<file path="config.mk">
export PLATFORM = sky130hd
export DESIGN_NAME = uart_rx_line_assembler_top_flat
export DESIGN_NICKNAME = d
export VERILOG_FILES = /design/src/design/urla_pkg.sv /design/src/design/urla_req_if.sv /design/src/design/urla_rsp_if.sv /design/src/design/urla_cell.sv /design/src/design/uart_rx_line_assembler_top.sv /design/src/flat_wrapper.sv
export SDC_FILE = /design/constraint.sdc
export NUM_CORES = 1
export LEC_CHECK = 0
export BUFFER_PORTS_ARGS = -buffer_cell sky130_fd_sc_hd__buf_4
export CAP_MARGIN = 10
export CELL_PAD_IN_SITES_DETAIL_PLACEMENT = 0
export CELL_PAD_IN_SITES_GLOBAL_PLACEMENT = 1
export CORE_AREA = 5 5 192 194
export CTS_BUF_LIST = sky130_fd_sc_hd__clkbuf_8
export DETAILED_ROUTE_END_ITERATION = 8
export DIE_AREA = 0 0 197 199
export PLACE_DENSITY_LB_ADDON = 0.08
export SKIP_CTS_REPAIR_TIMING = 1
export SLEW_MARGIN = 5
export SYNTH_ARGS = -nofsm -noshare
export SYNTH_HDL_FRONTEND = slang
export SYNTH_SLANG_ARGS = --single-unit
</file>
<file path="constraint.sdc">
create_clock -name clock -period 2.5 [get_ports clock]
set_clock_uncertainty 0.2 [all_clocks]
set_input_delay 0.5 -clock clock [delete_from_list [all_inputs] [get_ports clock]]
set_output_delay 0.5 -clock clock [all_outputs]
set_load 0.005 [all_outputs]
</file>
<file path="src/design/urla_pkg.sv">
// Package for the UART receive line assembler.
// Holds byte constants, register indexes and the cell control struct.
// No dependencies; every other design file refers to it by scoped names.
`default_nettype none

package urla_pkg;

   localparam int BYTE_W      = 8;
   localparam int CSR_INDEX_W = 2;
   localparam int CSR_DATA_W  = 8;

   localparam logic [BYTE_W-1:0] PRINT_LOW  = 8'h20;
   localparam logic [BYTE_W-1:0] PRINT_HIGH = 8'h7E;
   localparam logic [BYTE_W-1:0] TAB_BYTE   = 8'h09;
   localparam logic [BYTE_W-1:0] LF_BYTE    = 8'h0A;

   localparam logic [CSR_INDEX_W-1:0] REG_FILTER_ASCII = 2'd0;
   localparam logic [CSR_INDEX_W-1:0] REG_EOL_CHAR     = 2'd1;

   // Control broadcast to every cell of the line chain.
   typedef struct packed {
      logic append;   // load the arriving byte into the first empty cell
      logic shift;    // move every cell one place towards the head
   } cell_ctrl_type;

endpackage

`default_nettype wire

</file>
<file path="src/design/urla_req_if.sv">
// Input channel of the line assembler: one received byte per word.
// Depends on urla_pkg for the byte width.
`default_nettype none

interface urla_req_if;
   logic                          valid;
   logic                          ready;
   logic [urla_pkg::BYTE_W-1:0]   rx_byte;

   modport source (output valid, output rx_byte, input ready);
   modport sink   (input valid, input rx_byte, output ready);
endinterface

`default_nettype wire

</file>
<file path="src/design/urla_rsp_if.sv">
// Result channel of the line assembler: one line byte and its last flag per word.
// Depends on urla_pkg for the byte width.
`default_nettype none

interface urla_rsp_if;
   logic                          valid;
   logic                          ready;
   logic [urla_pkg::BYTE_W-1:0]   line_byte;
   logic                          line_last;

   modport source (output valid, output line_byte, output line_last, input ready);
   modport sink   (input valid, input line_byte, input line_last, output ready);
endinterface

`default_nettype wire

</file>
<file path="src/design/urla_cell.sv">
// One cell of the line chain: holds one buffered byte and an occupied flag.
// Depends on urla_pkg for the byte width and the cell control struct.
`default_nettype none

module urla_cell (
   input  wire logic                          clock,
   input  wire logic                          reset,
   input  wire urla_pkg::cell_ctrl_type       ctrl,
   input  wire logic [urla_pkg::BYTE_W-1:0]   rx_byte,
   input  wire logic                          left_occ,
   input  wire logic [urla_pkg::BYTE_W-1:0]   right_byte,
   input  wire logic                          right_occ,
   output logic [urla_pkg::BYTE_W-1:0]        byte_out,
   output logic                               occ_out
);

   logic [urla_pkg::BYTE_W-1:0] byte_ff, byte_in;
   logic                        occ_ff, occ_in;

   // A cell takes the new byte only when it is the first empty one, that is
   // when it is empty and everything towards the head is already filled.
   always_comb begin
      byte_in = byte_ff;
      occ_in  = occ_ff;
      if (ctrl.shift) begin
         byte_in = right_byte;
         occ_in  = right_occ;
      end else if (ctrl.append && !occ_ff && left_occ) begin
         byte_in = rx_byte;
         occ_in  = 1'b1;
      end
   end

   always_ff @(posedge clock) begin
      byte_ff <= byte_in;
      if (reset) begin
         occ_ff <= 1'b0;
      end else begin
         occ_ff <= occ_in;
      end
   end

   assign byte_out = byte_ff;
   assign occ_out  = occ_ff;

endmodule

`default_nettype wire

</file>
<file path="src/design/uart_rx_line_assembler_top.sv">
// UART receive line assembler, top level.
// Depends on urla_pkg, urla_req_if, urla_rsp_if and urla_cell.
//
// Use: received bytes enter on the req channel, one per word. With ASCII
// filtering on, bytes outside the printable range are dropped unless they
// are a tab or the end-of-line byte. Kept bytes fill a chain of LINE_BYTES
// cells. An end-of-line byte, or a byte that fills the chain, starts the
// drain: the line leaves on the rsp channel one byte per word, oldest first,
// without the end-of-line byte, and line_last marks its final byte. An
// end-of-line byte on an empty buffer produces nothing.
// Timing: input words may follow back to back while a line collects. The word
// that ends a line starts the drain in the next cycle: the line leaves one
// word a cycle while rsp.ready is high, as each taken word shifts the whole
// chain one cell towards the head. Input is not accepted during the drain,
// so the collection and the drain of a line never overlap.
// If the receiver stalls, the head byte simply stays on the outputs.
// Configuration (filter_ascii, eol_char) must be written through the csr port
// only while the block is idle; the block does not enforce this. Reset empties
// the chain, enables filtering and sets the end-of-line byte to line feed.
`default_nettype none

module uart_rx_line_assembler_top #(
   parameter int LINE_BYTES = 32
) (
   input  wire logic                                clock,
   input  wire logic                                reset,
   urla_req_if.sink                                 req,
   urla_rsp_if.source                               rsp,
   input  wire logic                                csr_wr_en,
   input  wire logic [urla_pkg::CSR_INDEX_W-1:0]    csr_index,
   input  wire logic [urla_pkg::CSR_DATA_W-1:0]     csr_wr_data
);

   typedef enum logic {
      ST_COLLECT,
      ST_DRAIN
   } state_type;

   state_type                   state_ff, state_in;
   logic                        filter_ff, filter_in;
   logic [urla_pkg::BYTE_W-1:0] eol_ff, eol_in;

   urla_pkg::cell_ctrl_type     ctrl;
   logic [urla_pkg::BYTE_W-1:0] cell_byte [LINE_BYTES];
   logic                        cell_occ  [LINE_BYTES];

   logic accept, kept, is_eol, go_drain, taken;

   // Configuration registers.
   always_comb begin
      filter_in = filter_ff;
      eol_in    = eol_ff;
      if (csr_wr_en) begin
         unique case (csr_index)
            urla_pkg::REG_FILTER_ASCII: filter_in = csr_wr_data[0];
            urla_pkg::REG_EOL_CHAR:     eol_in    = csr_wr_data;
            default: ;
         endcase
      end
   end

   assign accept = req.valid && req.ready;
   assign is_eol = (req.rx_byte == eol_ff);
   assign kept   = !filter_ff
                   || ((req.rx_byte >= urla_pkg::PRINT_LOW)
                       && (req.rx_byte <= urla_pkg::PRINT_HIGH))
                   || is_eol
                   || (req.rx_byte == urla_pkg::TAB_BYTE);

   // The end-of-line byte is never stored. A plain byte that lands in the
   // last cell fills the chain and also starts the drain.
   assign ctrl.append = accept && kept && !is_eol;
   assign ctrl.shift  = taken;
   assign go_drain    = accept && kept
                        && (is_eol ? cell_occ[0] : cell_occ[LINE_BYTES-2]);
   assign taken       = rsp.valid && rsp.ready;

   always_comb begin
      state_in = state_ff;
      unique case (state_ff)
         ST_COLLECT: if (go_drain) state_in = ST_DRAIN;
         ST_DRAIN:   if (taken && rsp.line_last) state_in = ST_COLLECT;
         default:    state_in = ST_COLLECT;
      endcase
   end

   always_ff @(posedge clock) begin
      if (reset) begin
         state_ff  <= ST_COLLECT;
         filter_ff <= 1'b1;
         eol_ff    <= urla_pkg::LF_BYTE;
      end else begin
         state_ff  <= state_in;
         filter_ff <= filter_in;
         eol_ff    <= eol_in;
      end
   end

   for (genvar i = 0; i < LINE_BYTES; i++) begin : g_cell
      logic                        left_occ;
      logic [urla_pkg::BYTE_W-1:0] right_byte;
      logic                        right_occ;

      if (i == 0) begin : g_head
         assign left_occ = 1'b1;
      end else begin : g_body
         assign left_occ = cell_occ[i-1];
      end

      if (i == LINE_BYTES - 1) begin : g_tail
         assign right_byte = '0;
         assign right_occ  = 1'b0;
      end else begin : g_inner
         assign right_byte = cell_byte[i+1];
         assign right_occ  = cell_occ[i+1];
      end

      urla_cell u_cell (
         .clock      (clock),
         .reset      (reset),
         .ctrl       (ctrl),
         .rx_byte    (req.rx_byte),
         .left_occ   (left_occ),
         .right_byte (right_byte),
         .right_occ  (right_occ),
         .byte_out   (cell_byte[i]),
         .occ_out    (cell_occ[i])
      );
   end

   assign req.ready     = (state_ff == ST_COLLECT);
   assign rsp.valid     = (state_ff == ST_DRAIN) && cell_occ[0];
   assign rsp.line_byte = cell_byte[0];
   assign rsp.line_last = !cell_occ[1];

endmodule

`default_nettype wire

</file>
<file path="src/flat_wrapper.sv">
// flat-port wrapper written by rule: the top's interface ports become plain ports
module uart_rx_line_assembler_top_flat 
#(
   parameter int LINE_BYTES = 32
)
  (clock, reset, csr_wr_en, csr_index, csr_wr_data, req_valid, req_rx_byte, req_ready, rsp_valid, rsp_line_byte, rsp_line_last, rsp_ready);
  urla_req_if req_i ();
  urla_rsp_if rsp_i ();
  input  wire logic clock;
  input  wire logic reset;
  input  wire logic csr_wr_en;
  input  wire logic [urla_pkg::CSR_INDEX_W-1:0] csr_index;
  input  wire logic [urla_pkg::CSR_DATA_W-1:0] csr_wr_data;
  input wire logic [$bits(req_i.valid)-1:0] req_valid;
  input wire logic [$bits(req_i.rx_byte)-1:0] req_rx_byte;
  output wire logic [$bits(req_i.ready)-1:0] req_ready;
  output wire logic [$bits(rsp_i.valid)-1:0] rsp_valid;
  output wire logic [$bits(rsp_i.line_byte)-1:0] rsp_line_byte;
  output wire logic [$bits(rsp_i.line_last)-1:0] rsp_line_last;
  input wire logic [$bits(rsp_i.ready)-1:0] rsp_ready;
  assign req_i.valid = req_valid;
  assign req_i.rx_byte = req_rx_byte;
  assign req_ready = req_i.ready;
  assign rsp_valid = rsp_i.valid;
  assign rsp_line_byte = rsp_i.line_byte;
  assign rsp_line_last = rsp_i.line_last;
  assign rsp_i.ready = rsp_ready;
  uart_rx_line_assembler_top #(.LINE_BYTES(LINE_BYTES)) u_core (.clock(clock), .reset(reset), .req(req_i), .rsp(rsp_i), .csr_wr_en(csr_wr_en), .csr_index(csr_index), .csr_wr_data(csr_wr_data));
endmodule
</file>
==> results by group <==
Synth
  • Largest family of logic cells by synthesized area: compound AO/OA/AOI/OAI gates
  • Synthesized area: between 10,000 and 15,000 um^2
  • Register area share after synthesis: 0.700
  • Multiplexer share of the synthesized area: 0.00498
  • YS warnings: 0
  • Synth Area in Compound Gates: 0.196
  • Seq cells post-synth: slightly below 300
  • Post-synthesis async set-or-reset flop share: 0
  • Adder-Cell Fraction of Synth Area: 0
  • Ys flop type: edfxtp_1
  • Synthesized-area fraction occupied by xor and xnor cells: 0.00581
  • Syn Inst Count: ~880
  • Top post-synthesis cells by area: edfxtp_1, a21o_1, dfxtp_1
  • Area share of and/or/nand/nor cells after synthesis: 0.0579
  • Syn Area/Cell: 13.8 um^2
  • Count of cell types in the netlist: 33
  • Post-synth EDFFs: 248
  • Top-area cell type share of the netlist area: 0.617
  • Syn_nets: 900
  • Post-synth top area cell: edfxtp_1

GRT
  • Initial antenna violation count: 0
  • Grt ovf: 0
  • Largest net degree at the start of global routing: 66
  • Via count of the first global-routing pass: 7,800
  • Global-route wire length before repair: approximately 44 mm
  • Tot GR Track Use: 0.141

Power
  • Pwr per Cell Area: approximately 700 nW/um^2
  • Clock power frac: 0.400
  • Switching power: between 2 and 2.5 mW
  • Combinational share of power: 0.048
  • Leakage: 5.89 nW
  • Worst vdd ir: between 300 and 400 uV
  • Power Total: just under 10 mW
  • Switch share: 0.223
  • P_int: around 7.6 mW
  • Sequential Power Share: 0.552

Clock tree
  • Htree depth: 2
  • CTS tree: done
  • Num CTS Buffers: around 50
  • Skew-Pair Late Insertion Delay: about 570 ps
  • Clk slew on worst S/H paths: approximately 60 ps
  • Bufs on Longest Clock Path: 3
  • Clock sinks: 298
  • CTS Root Cell: clkbuf_8

Routing
  • Final WL: about 27 mm
  • Initial drt markers: between 500 and 600
  • Via count: roughly 7,300
  • Vias per cell: about 5.1
  • Met2 wire len: approximately 12 mm
  • Drt pass-1 iters: 5
  • Met3 wire length: approximately 1.2 mm
  • Met1 wire length: 13.2 mm
  • Wire length per cell: approximately 19 um
  • Top Layer Used: met4
  • DR DRC count: 0
  • Post-route ant nets: 0

Layout
  • Commonest non-fill, non-tap cells in the layout: a21o_1, edfxtp_1, buf_4, nand2_1, clkbuf_8
  • Final #Nets: between 900 and 1,000
  • Antenna diodes: 0
  • Share of post-route cells with drive strength above 1: 0.177
  • Fin cells: approximately 1,400
  • Area Growth Syn to Fin: 16.6%

Timing
  • Final number of hold-violating endpoints: 0
  • Tcrit/Tclk final: 0.887
  • Slew Limit Headroom: 0.614
  • RSZ-0062 raised after global routing: no
  • Fmax: 451 MHz
  • Final Setup Violations: 0
  • Final Max Tran Viols: 0
  • Final hold slack: slightly above 60 ps
  • Worst-Margin Slew: 579 ps
  • Fin crit period: approximately 2200 ps

Die
  • # IOs: 34
  • Die width: a little under 200 um
  • Die ar.: 39,200 um^2
  • Die H: 199 um
  • Core Box Area: 35,100 um^2
  • # rows: 69
  • Initial Util: 0.344

Critical path
  • Critical path class: reg2reg
  • Crit end category: flip-flop
  • Max Fanout on Critical Path: around 40
  • WP data required: roughly 2600 ps
  • Setup slack, reg-to-reg: 280 ps
  • Startpoint types: flip-flop
  • WP data arrival: ~2300 ps

Placement
  • Routability Congestion: between 0.7 and 0.8
  • DPL Wire Length: between 15 and 20 mm
  • Placed cell count: about 1,300
  • Port Buffer Count: 33

Hold path
  • HP Class: in2reg

Job
  • Max-cap viol count: 0

Run status
  • Outcome: completed
==> per-stage QoR <==
step / area, um^2 / setup TNS (ps) / util / setup slack, ps
finish: 14100 / 0 / 0.401 / 283
global route: 14100 / 0 / 0.401 / 142
CTS: 14000 / 0 / 0.400 / 251
detailed placement: 13100 / -821 / 0.374 / -103
global placement: 13100 / -1140 / 0.374 / -143
floorplan: 12100 / 0 / - / 163
==> cells in the mapped netlist (7+ instances only) <==
cell	count
a21o_1	248
a31oi_1	32
buf_2	38
clkbuf_1	47
dfxtp_1	50
edfxtp_1	248
inv_1	7
nand2_1	71
nand4_1	40
nor2_1	10
o21ai_0	10
o21ai_1	23
o21ai_2	7
xor2_1	8
==> area by class of cell <==
| type | instances | area (um^2) |
|---|---|---|
| clock buffers | 55 | 757 |
| clock inverters | 38 | 160 |
| fillers | 3310 | 21000 |
| inverters | 7 | 26.3 |
| multi-input cells | 482 | 3220 |
| flip-flops and latches | 298 | 8450 |
| well taps | 461 | 577 |
| repair buffers | 101 | 886 |
==> power groups by stage <==
stage / sequential [mW] / clock (mW) / combinational (mW)
floorplan: 5.51 / 0 / 0.277
global placement: 5.52 / 0 / 0.470
detailed placement: 5.52 / 0 / 0.468
CTS: 5.41 / 4.10 / 0.475
global route: 5.41 / 4.33 / 0.520
finish: 5.41 / 3.92 / 0.476
==> final timing paths <==
check | to | from | depth (start not counted)
max reg2reg | u_core.g_cell[0].u_cell.byte_out[3] | u_core.eol_ff[3] | 7
min | u_core.g_cell[31].u_cell.byte_out[6] | req_rx_byte[6] | 3
min reg2reg | u_core.g_cell[31].u_cell.byte_out[6] | u_core.g_cell[31].u_cell.byte_out[6] | 2
max | u_core.g_cell[0].u_cell.byte_out[3] | u_core.eol_ff[3] | 7
==> registers in the layout (all words and copies together), names as in the netlist <==
| signal | flops |
|---|---|
| u_core.g_cell.u_cell.byte_out | 256 |
| u_core.g_cell.u_cell.occ_out | 32 |
| u_core.eol_ff | 8 |
| u_core.filter_ff | 1 |
| u_core.state_ff | 1 |
==> critical path: stages (launching register included) <==
cell and delay [ps]:
dfxtp_1 400, xor2_1 200, nor4_2 80, nand2_1 110, buf_12 240, nand3_1 140, o21ai_1 270, buf_4 250
==> kinds of logic (layout without fill, tap and decap cells) <==
family                 Yosys count  count (layout)
AO/OA/AOI/OAI                  327             327
XOR/XNOR                         8               8
buffers and inverters           97             201
flip-flops                     298             298
multiplexers                     6               6
AND/OR/NAND/NOR                141             141
==> layer usage <==
layer | up-vias | GRT usage
met5 | - | 0
met1 | 3624 | 0.204
met4 | 0 | 0.0429
met2 | 176 | 0.215
li1 | 3438 | -
met3 | 45 | 0.0259
Note: power is estimated with default switching activity, not from simulation.
